--- config.mk ---
export PLATFORM = sky130hd
export DESIGN_NAME = ac_zero_cross_qualifier_core_flat
export DESIGN_NICKNAME = d
export VERILOG_FILES = /design/src/hdl/aczq_pkg.sv /design/src/hdl/aczq_in_if.sv /design/src/hdl/aczq_out_if.sv /design/src/hdl/ac_zero_cross_qualifier_core.sv /design/src/flat_wrapper.sv
export SDC_FILE = /design/constraint.sdc
export NUM_CORES = 1
export LEC_CHECK = 0
export ABC_CLOCK_PERIOD_IN_PS = 4300
export BUFFER_PORTS_ARGS = -buffer_cell sky130_fd_sc_hd__buf_2
export CAP_MARGIN = 20
export CORE_UTILIZATION = 55
export CTS_CLUSTER_SIZE = 24
export DETAILED_ROUTE_END_ITERATION = 16
export GPL_TIMING_DRIVEN = 1
export PLACE_DENSITY = 0.8
export SLEW_MARGIN = 30
export SYNTH_ARGS = -nofsm -noshare
export SYNTH_HDL_FRONTEND = slang
export SYNTH_SLANG_ARGS = --single-unit
--- constraint.sdc ---
create_clock -name clk -period 4.3 [get_ports clk]
set_clock_uncertainty 0.15 [all_clocks]
set_input_delay 0.645 -clock clk [delete_from_list [all_inputs] [get_ports clk]]
set_output_delay 0.645 -clock clk [all_outputs]
set_load 0.005 [all_outputs]
--- src/hdl/aczq_pkg.sv ---
// Shared types and constants for the AC zero-crossing qualifier.
`timescale 1ns / 1ps
`default_nettype none

package aczq_pkg;

    typedef logic [7:0] count_t;

    typedef enum logic [1:0] {
        STATUS_IDLE  = 2'd0,
        STATUS_CAL   = 2'd1,
        STATUS_READY = 2'd2,
        STATUS_ERROR = 2'd3
    } status_t;

    typedef enum logic {
        MODE_TICK  = 1'b0,
        MODE_BEGIN = 1'b1
    } mode_t;

    typedef enum logic [1:0] {
        REG_MIN_STABLE    = 2'd0,
        REG_MAX_STABLE    = 2'd1,
        REG_DELAY_RISING  = 2'd2,
        REG_DELAY_FALLING = 2'd3
    } reg_index_t;

    localparam int     BEGIN_WIDTH       = 5;
    localparam count_t COUNT_FULL        = 8'd255;
    localparam count_t ELAPSED_SAT       = 8'd254;
    localparam count_t MIN_STABLE_RESET  = 8'd48;
    localparam count_t MAX_STABLE_RESET  = 8'd51;

endpackage

`default_nettype wire

--- src/hdl/aczq_in_if.sv ---
// Input channel: a sampling tick or a begin command with its preloaded window.
`timescale 1ns / 1ps
`default_nettype none

interface aczq_in_if;
    logic                                 valid;
    logic                                 ready;
    logic                                 mode;
    logic                                 sample_bit;
    logic [aczq_pkg::BEGIN_WIDTH-1:0]     begin_window;

    modport source (output valid, output mode, output sample_bit, output begin_window,
                    input ready);
    modport sink   (input valid, input mode, input sample_bit, input begin_window,
                    output ready);
endinterface

`default_nettype wire

--- src/hdl/aczq_out_if.sv ---
// Result channel: catch pulse, status, time since catch and filtered level.
`timescale 1ns / 1ps
`default_nettype none

interface aczq_out_if;
    logic                  valid;
    logic                  ready;
    logic                  catch_pulse;
    logic [1:0]            status;
    aczq_pkg::count_t      time_since_catch;
    logic                  filtered_level;

    modport source (output valid, output catch_pulse, output status,
                    output time_since_catch, output filtered_level, input ready);
    modport sink   (input valid, input catch_pulse, input status,
                    input time_since_catch, input filtered_level, output ready);
endinterface

`default_nettype wire

--- src/hdl/ac_zero_cross_qualifier_core.sv ---
// An accepted item's result is loaded into the output register at the clock edge that accepts it.
// Throughput: one item per cycle; all state updates in the same cycle an item is accepted.
// The output register frees itself in the cycle its result is taken, so input stalls
// only while a result waits and the sink holds ready low.
// Reset (rst_n, asynchronous): status idle, counters and registers at their defaults,
// no result pending.
`timescale 1ns / 1ps
`default_nettype none

module ac_zero_cross_qualifier_core #(
    parameter int WINDOW_LEN = 5
) (
    input  wire logic        clk,
    input  wire logic        rst_n,
    aczq_in_if.sink          in_ch,
    aczq_out_if.source       out_ch,
    input  wire logic        psel,
    input  wire logic        penable,
    input  wire logic        pwrite,
    input  wire logic [3:0]  paddr,
    input  wire logic [31:0] pwdata,
    output logic      [31:0] prdata,
    output logic             pready
);

    localparam int CNT_W = $clog2(WINDOW_LEN + 1);

    // Configuration registers
    aczq_pkg::count_t min_stable_reg, max_stable_reg, delay_rise_reg, delay_fall_reg;

    // Qualifier state
    logic [WINDOW_LEN-1:0] window_reg, window_next;
    logic                  level_reg, level_next;
    aczq_pkg::status_t     status_reg, status_next;
    aczq_pkg::count_t      stable_reg, stable_next;
    aczq_pkg::count_t      good_reg, good_next;
    aczq_pkg::count_t      bad_reg, bad_next;
    aczq_pkg::count_t      elapsed_reg, elapsed_next;
    aczq_pkg::count_t      delay_reg, delay_next;

    // Result register
    logic                  out_valid_reg, out_valid_next;
    logic                  pulse_reg, pulse_next;

    logic                  in_fire;
    logic                  cfg_write;
    aczq_pkg::reg_index_t  cfg_index;
    logic                  new_level;
    aczq_pkg::count_t      delay_sel;
    logic [WINDOW_LEN+aczq_pkg::BEGIN_WIDTH-1:0] begin_ext;

    function automatic logic majority(input logic [WINDOW_LEN-1:0] w);
        logic [CNT_W-1:0] ones;
        ones = '0;
        for (int i = 0; i < WINDOW_LEN; i++)
        begin
            ones = ones + CNT_W'(w[i]);
        end
        return (ones > CNT_W'(WINDOW_LEN / 2));
    endfunction

    assign in_ch.ready = !out_valid_reg || out_ch.ready;
    assign in_fire     = in_ch.valid && in_ch.ready;

    // Configuration port
    assign pready    = 1'b1;
    assign cfg_write = psel && penable && pwrite && pready;
    assign cfg_index = aczq_pkg::reg_index_t'(paddr[3:2]);

    always_comb
    begin
        unique case (cfg_index)
            aczq_pkg::REG_MIN_STABLE:    prdata = {24'd0, min_stable_reg};
            aczq_pkg::REG_MAX_STABLE:    prdata = {24'd0, max_stable_reg};
            aczq_pkg::REG_DELAY_RISING:  prdata = {24'd0, delay_rise_reg};
            aczq_pkg::REG_DELAY_FALLING: prdata = {24'd0, delay_fall_reg};
            default:                     prdata = '0;
        endcase
    end

    always_ff @(posedge clk or negedge rst_n)
    begin
        if (!rst_n)
        begin
            min_stable_reg <= aczq_pkg::MIN_STABLE_RESET;
            max_stable_reg <= aczq_pkg::MAX_STABLE_RESET;
            delay_rise_reg <= '0;
            delay_fall_reg <= '0;
        end
        else if (cfg_write)
        begin
            unique case (cfg_index)
                aczq_pkg::REG_MIN_STABLE:    min_stable_reg <= pwdata[7:0];
                aczq_pkg::REG_MAX_STABLE:    max_stable_reg <= pwdata[7:0];
                aczq_pkg::REG_DELAY_RISING:  delay_rise_reg <= pwdata[7:0];
                aczq_pkg::REG_DELAY_FALLING: delay_fall_reg <= pwdata[7:0];
                default:                     ;
            endcase
        end
    end

    assign begin_ext = {{WINDOW_LEN{1'b0}}, in_ch.begin_window};
    assign new_level = majority({window_reg[WINDOW_LEN-2:0], in_ch.sample_bit});
    assign delay_sel = new_level ? delay_rise_reg : delay_fall_reg;

    // Next state for one item
    always_comb
    begin
        window_next  = window_reg;
        level_next   = level_reg;
        status_next  = status_reg;
        stable_next  = stable_reg;
        good_next    = good_reg;
        bad_next     = bad_reg;
        elapsed_next = elapsed_reg;
        delay_next   = delay_reg;
        pulse_next   = 1'b0;

        if (in_fire)
        begin
            if (in_ch.mode == aczq_pkg::MODE_BEGIN)
            begin
                window_next  = begin_ext[WINDOW_LEN-1:0];
                level_next   = majority(begin_ext[WINDOW_LEN-1:0]);
                status_next  = aczq_pkg::STATUS_CAL;
                elapsed_next = aczq_pkg::ELAPSED_SAT;
                good_next    = aczq_pkg::COUNT_FULL;
                bad_next     = aczq_pkg::COUNT_FULL;
            end
            else
            begin
                // A pending delayed catch fires when its count runs out.
                if (delay_reg != '0)
                begin
                    delay_next = delay_reg - 8'd1;
                    if (delay_next == '0)
                    begin
                        pulse_next   = 1'b1;
                        elapsed_next = aczq_pkg::COUNT_FULL;
                    end
                end
                if (elapsed_next != aczq_pkg::ELAPSED_SAT)
                begin
                    elapsed_next = elapsed_next + 8'd1;
                end

                if (status_reg != aczq_pkg::STATUS_IDLE)
                begin
                    window_next = {window_reg[WINDOW_LEN-2:0], in_ch.sample_bit};
                    if (new_level == level_reg)
                    begin
                        if (stable_reg < max_stable_reg)
                        begin
                            stable_next = stable_reg + 8'd1;
                        end
                        else
                        begin
                            // No edge inside the allowed interval counts as an error.
                            stable_next = '0;
                            good_next   = aczq_pkg::COUNT_FULL;
                            bad_next    = bad_reg - 8'd1;
                            if (bad_next == '0)
                            begin
                                status_next = aczq_pkg::STATUS_ERROR;
                            end
                        end
                    end
                    else
                    begin
                        level_next  = new_level;
                        stable_next = '0;
                        if (status_reg == aczq_pkg::STATUS_CAL)
                        begin
                            status_next = aczq_pkg::STATUS_READY;
                        end
                        else if (stable_reg > min_stable_reg)
                        begin
                            bad_next = aczq_pkg::COUNT_FULL;
                            if (status_reg == aczq_pkg::STATUS_READY)
                            begin
                                if (delay_sel == '0)
                                begin
                                    pulse_next   = 1'b1;
                                    elapsed_next = '0;
                                end
                                else
                                begin
                                    delay_next = delay_sel;
                                end
                            end
                            good_next = good_reg - 8'd1;
                            if (good_next == '0)
                            begin
                                status_next = aczq_pkg::STATUS_READY;
                            end
                        end
                        else
                        begin
                            good_next = aczq_pkg::COUNT_FULL;
                            bad_next  = bad_reg - 8'd1;
                            if (bad_next == '0)
                            begin
                                status_next = aczq_pkg::STATUS_ERROR;
                            end
                        end
                    end
                end
            end
        end
    end

    always_comb
    begin
        if (in_fire)
        begin
            out_valid_next = 1'b1;
        end
        else if (out_ch.ready)
        begin
            out_valid_next = 1'b0;
        end
        else
        begin
            out_valid_next = out_valid_reg;
        end
    end

    always_ff @(posedge clk or negedge rst_n)
    begin
        if (!rst_n)
        begin
            window_reg    <= '0;
            level_reg     <= 1'b0;
            status_reg    <= aczq_pkg::STATUS_IDLE;
            stable_reg    <= '0;
            good_reg      <= aczq_pkg::COUNT_FULL;
            bad_reg       <= aczq_pkg::COUNT_FULL;
            elapsed_reg   <= aczq_pkg::ELAPSED_SAT;
            delay_reg     <= '0;
            out_valid_reg <= 1'b0;
        end
        else
        begin
            window_reg    <= window_next;
            level_reg     <= level_next;
            status_reg    <= status_next;
            stable_reg    <= stable_next;
            good_reg      <= good_next;
            bad_reg       <= bad_next;
            elapsed_reg   <= elapsed_next;
            delay_reg     <= delay_next;
            out_valid_reg <= out_valid_next;
        end
    end

    // The pulse flag is the only result field not already held in state.
    always_ff @(posedge clk)
    begin
        if (in_fire)
        begin
            pulse_reg <= pulse_next;
        end
    end

    // Outputs: status, time and level are read straight from the state registers,
    // which change only when the next item is accepted.
    always_comb
    begin
        out_ch.valid            = out_valid_reg;
        out_ch.catch_pulse      = pulse_reg;
        out_ch.status           = status_reg;
        out_ch.time_since_catch = elapsed_reg;
        out_ch.filtered_level   = level_reg;
    end

endmodule

`default_nettype wire

--- src/flat_wrapper.sv ---
// flat-port wrapper written by rule: the top's interface ports become plain ports
module ac_zero_cross_qualifier_core_flat 
#(
    parameter int WINDOW_LEN = 5
)
  (clk, rst_n, psel, penable, pwrite, paddr, pwdata, prdata, pready, in_ch_valid, in_ch_mode, in_ch_sample_bit, in_ch_begin_window, in_ch_ready, out_ch_valid, out_ch_catch_pulse, out_ch_status, out_ch_time_since_catch, out_ch_filtered_level, out_ch_ready);
  aczq_in_if in_ch_i ();
  aczq_out_if out_ch_i ();
  input  wire logic clk;
  input  wire logic rst_n;
  input  wire logic psel;
  input  wire logic penable;
  input  wire logic pwrite;
  input  wire logic [3:0] paddr;
  input  wire logic [31:0] pwdata;
  output logic      [31:0] prdata;
  output logic pready;
  input wire logic [$bits(in_ch_i.valid)-1:0] in_ch_valid;
  input wire logic [$bits(in_ch_i.mode)-1:0] in_ch_mode;
  input wire logic [$bits(in_ch_i.sample_bit)-1:0] in_ch_sample_bit;
  input wire logic [$bits(in_ch_i.begin_window)-1:0] in_ch_begin_window;
  output wire logic [$bits(in_ch_i.ready)-1:0] in_ch_ready;
  output wire logic [$bits(out_ch_i.valid)-1:0] out_ch_valid;
  output wire logic [$bits(out_ch_i.catch_pulse)-1:0] out_ch_catch_pulse;
  output wire logic [$bits(out_ch_i.status)-1:0] out_ch_status;
  output wire logic [$bits(out_ch_i.time_since_catch)-1:0] out_ch_time_since_catch;
  output wire logic [$bits(out_ch_i.filtered_level)-1:0] out_ch_filtered_level;
  input wire logic [$bits(out_ch_i.ready)-1:0] out_ch_ready;
  assign in_ch_i.valid = in_ch_valid;
  assign in_ch_i.mode = in_ch_mode;
  assign in_ch_i.sample_bit = in_ch_sample_bit;
  assign in_ch_i.begin_window = in_ch_begin_window;
  assign in_ch_ready = in_ch_i.ready;
  assign out_ch_valid = out_ch_i.valid;
  assign out_ch_catch_pulse = out_ch_i.catch_pulse;
  assign out_ch_status = out_ch_i.status;
  assign out_ch_time_since_catch = out_ch_i.time_since_catch;
  assign out_ch_filtered_level = out_ch_i.filtered_level;
  assign out_ch_i.ready = out_ch_ready;
  ac_zero_cross_qualifier_core #(.WINDOW_LEN(WINDOW_LEN)) u_core (.clk(clk), .rst_n(rst_n), .in_ch(in_ch_i), .out_ch(out_ch_i), .psel(psel), .penable(penable), .pwrite(pwrite), .paddr(paddr), .pwdata(pwdata), .prdata(prdata), .pready(pready));
endmodule
==> metrics.md <==
| Metric | Value |
|---|---|
| Run status | finished clean |
| CTS Root Cell | clkbuf_8 |
| Internal power contribution | 0.001836 W |
| Startpoint of the worst-slack reg-to-reg timing path | u_core.window_reg[0] |
| Buffer and inverter count on the worst path | 3 |
| Slew Viols, Final | 0 |
| Top achievable clock speed | 0.2798 GHz |
| Arrival time worst endpoint | 3720 ps |
| Share of power burned in registers | 0.387 |
| Latest clock arrival within the worst-skew pair | 360 ps |
| Layout Area Growth over Synthesis | 8.528% |
| Core region area | 9415 µm² |
| Final design area excluding fillers | 5923 µm² |
| Share of total power in the clock network | 0.193 |
| Worst endpoint required time | 4440 ps |
| Number of instances in the synthesized netlist | 563 |
| Start point of the critical path | in_ch_sample_bit |
| Portion of synthesized cell area occupied by the leading cell type | 0.2338 |
| Die Span X | 101.6 µm |
| Crit-path leading delay family | adder cells |
| Max Buffers Root-to-Sink | 2 |
| Filler Cells Inserted | 762 |
| WL/cell | 17.40 µm |
| Slew at the pin closest to its max-slew limit | 766.3 ps |
| Total Die Area | 10330 µm² |
| Share of flip-flops with an asynchronous set or reset after synthesis | 0.9877 |
| Most instantiated flip-flop cell in the synthesis netlist | dfrtp_1 |
| TritonCTS Buffers | 9 |
| Endpoint of the most critical register-to-register path | u_core.good_reg[6] |
| Critical-path top delay cell | fa_1 |
| Largest area contributor in the synthesized netlist | dfrtp_1 |
| Antenna violations before repair | 0 |
| Final min period | 3574 ps |
| Critical Path Fanout Max | 8 |
| Remaining global-route overflow | 0 |
| Post-synthesis register bit count | 81 |
| Category of the worst setup path capture point | flip-flop |
| Via Count | 4608 |
| GPL Wtd Cong | 0.9185 |
| Dpl hpwl | 9354 µm |
| Die outline height | 101.6 µm |
| Number of violations reported at the end of detailed-routing iteration 0 | 205 |
| Most common cell after layout, fill and taps aside | dfrtp_1 |
| Path length in cells of the critical path | 12 |
| Post-CTS Hold Buffers | 0 |
| Quantity of gates resized following cts | 0 |
| Number of top-level pins | 97 |
| Sequential share of the synthesized area | 0.3790 |
| Worst IR drop on VDD | 0.2508 mV |
| Count of flip-flops with a built-in enable after synthesis | 1 |
| Unique cell type count in the Yosys netlist | 74 |
| Initial core utilization | 0.5797 |
| Post CTS Setup Buffer Count | 0 |
| Pin count of the biggest net entering global routing | 42 |
| Sink count of the clock tree | 81 |
| Diodes inserted | 0 |
| Net switching power | 0.001286 W |
| Type of the most critical hold path | input port to async pin |
| Placed standard-cell area | 5709 µm² |
| Global-route total usage across every layer | 0.2664 |
| Detailed-route DRC error count | 0 |
| Clock tree from TritonCTS | built |
| Vias in the first global route | 4530 |
| RSZ-0062 raised after global routing | no |
| Commonest cells after routing, fill and taps aside | 51 x dfrtp_1, 46 x nand2_1, 44 x buf_2 |
| Final-stage net count | 688 |
| H-Tree Depth | 3 |
| First-pass GRT wire length | 21470 µm |
| Worst-path cell chain | buf_2, fa_1, inv_1, fa_1, inv_1, ha_1, nand3b_1, nand3_1, and2_0, a21oi_2, o21a_1, mux2_2 |
| Relative max-transition margin | 0.4857 |
| Cell types with the largest area share after synthesis | dfrtp_1 23%, dfstp_2 14%, ha_1 6.4%, mux2_2 5.8%, buf_4 3.4% |
| Critical setup path kind | input port to flip-flop |
| Count of maximum capacitance violations | 0 |
| Worst reg-to-reg setup slack | 740 ps |
| Average footprint of a synthesized cell | 9.694 µm² |
| Count of endpoints failing hold in the final timing report | 0 |
| Net switching share of the total power | 0.4119 |
| Ys Warns | 0 |
| Num rows | 35 |
| Final-report setup violation count | 0 |
| Number of cells on the worst reg-to-reg path | 11 |
| Detailed-route wire length | 12880 µm |
| Pwr Density | 527.1 nW/µm² |
| Total negative slack | 0 ps |
| Area of the mapped netlist | 5458 µm² |
| Kind of launch point of the worst setup path | input port |
| Share of the core filled with cells in the final layout | 0.6291 |
| Clock slew at the register clock pins of the worst setup and hold paths | 90 ps |
| Delay of the slowest critical-path stage | 520 ps |
| Portion of total power attributed to combinational logic | 0.421 |
| Standby leakage power | 2.571 nW |
| Vias per cell | 6.227 |
| Detail Route Antenna Nets | 0 |
| Worst setup path end | u_core.good_reg[6] |
| Fraction of layout cells with a size suffix above 1 | 0.2390 |
| Number of input and output port buffers inserted | 45 |
| Count of TritonRoute iterations in the first routing pass | 5 |
| Final worst-path cycle share | 0.8312 |
## layer usage
layer / vias to the layer above / GRT usage / wire length, µm
met5: - / 0 / 0
met4: 0 / 0.09922 / 292
met3: 35 / 0.05176 / 869
met2: 205 / 0.4465 / 6451
met1: 2246 / 0.3419 / 5262
li1: 2122 / - / -
## how the worst min path moves through the flow
stage,to,depth (start not counted),slack (ps)
4_1_cts,u_core.window_reg[0],1,130
3_5_place_dp,u_core.window_reg[3],2,320
3_3_place_gp,u_core.window_reg[3],2,320
6_report,u_core.window_reg[0],1,130
2_1_floorplan,u_core.delay_fall_reg[0],0,200
5_1_grt,u_core.window_reg[0],1,160
## area by class of cell
type,count,area [µm²],area share
repair buffers,47,255.2,0.04309
clock inverters,5,62.56,0.01056
multi-input cells,424,3063,0.5171
inverters,43,161.4,0.02725
well taps,129,161.4,0.02725
clock buffers,11,151.4,0.02556
flip-flops and latches,81,2068,0.3492
## synthesized netlist by cell type (12+ instances only)
library cell and instances:
inv_1 42, mux2i_1 12, a21oi_1 16, ha_1 28, dfrtp_1 51, nor3_1 18
nand3_1 31, nand2_1 46, mux2_2 28, o21ai_0 24, dfstp_2 29, buf_4 25
nor2_1 27
## worst reg2reg max path, cell delays in order, from the launching register on
cell and delay (ps):
dfrtp_1 410, fa_1 500, inv_1 50, fa_1 390
inv_1 80, ha_1 230, nand3b_1 120, nand3_1 160
and2_0 290, a21oi_2 400, o21a_1 340, mux2_2 380
## logic make-up after synthesis
group                    after synthesis  share of synthesized area
adder cells (fa/ha/maj)               32                    0.07886
flip-flops                            81                     0.3790
buffers and inverters                 81                    0.07565
XOR/XNOR                               6                   0.009629
multiplexers                          48                     0.1128
other                                  2                   0.001376
AO/OA/AOI/OAI                        117                     0.1545
AND/OR/NAND/NOR                      196                     0.1882
## power groups by stage
stage          Combinational [W]  Clock, W  Sequential (W)
6_report                 0.00131  0.000601         0.00121
5_1_grt                  0.00146  0.000635         0.00123
4_1_cts                  0.00130  0.000610         0.00120
3_5_place_dp             0.00128         0         0.00121
3_3_place_gp             0.00124         0         0.00119
2_1_floorplan           0.000985         0         0.00114
## metrics by stage
stage / instances / hold WS, ps / power, W / worst slack (ps)
6_report: 740 / 127.7 / 0.003122 / 725.6
5_1_grt: 740 / 160.5 / 0.003329 / 549.2
4_1_cts: 740 / 133.0 / 0.003106 / 743.7
3_5_place_dp: 724 / 320.1 / 0.002494 / 371.0
3_3_place_gp: 723 / 317.7 / 0.002435 / 381.9
2_1_floorplan: 586 / 199.4 / 0.002126 / 802.1
Note: power is estimated with default switching activity, not from simulation.
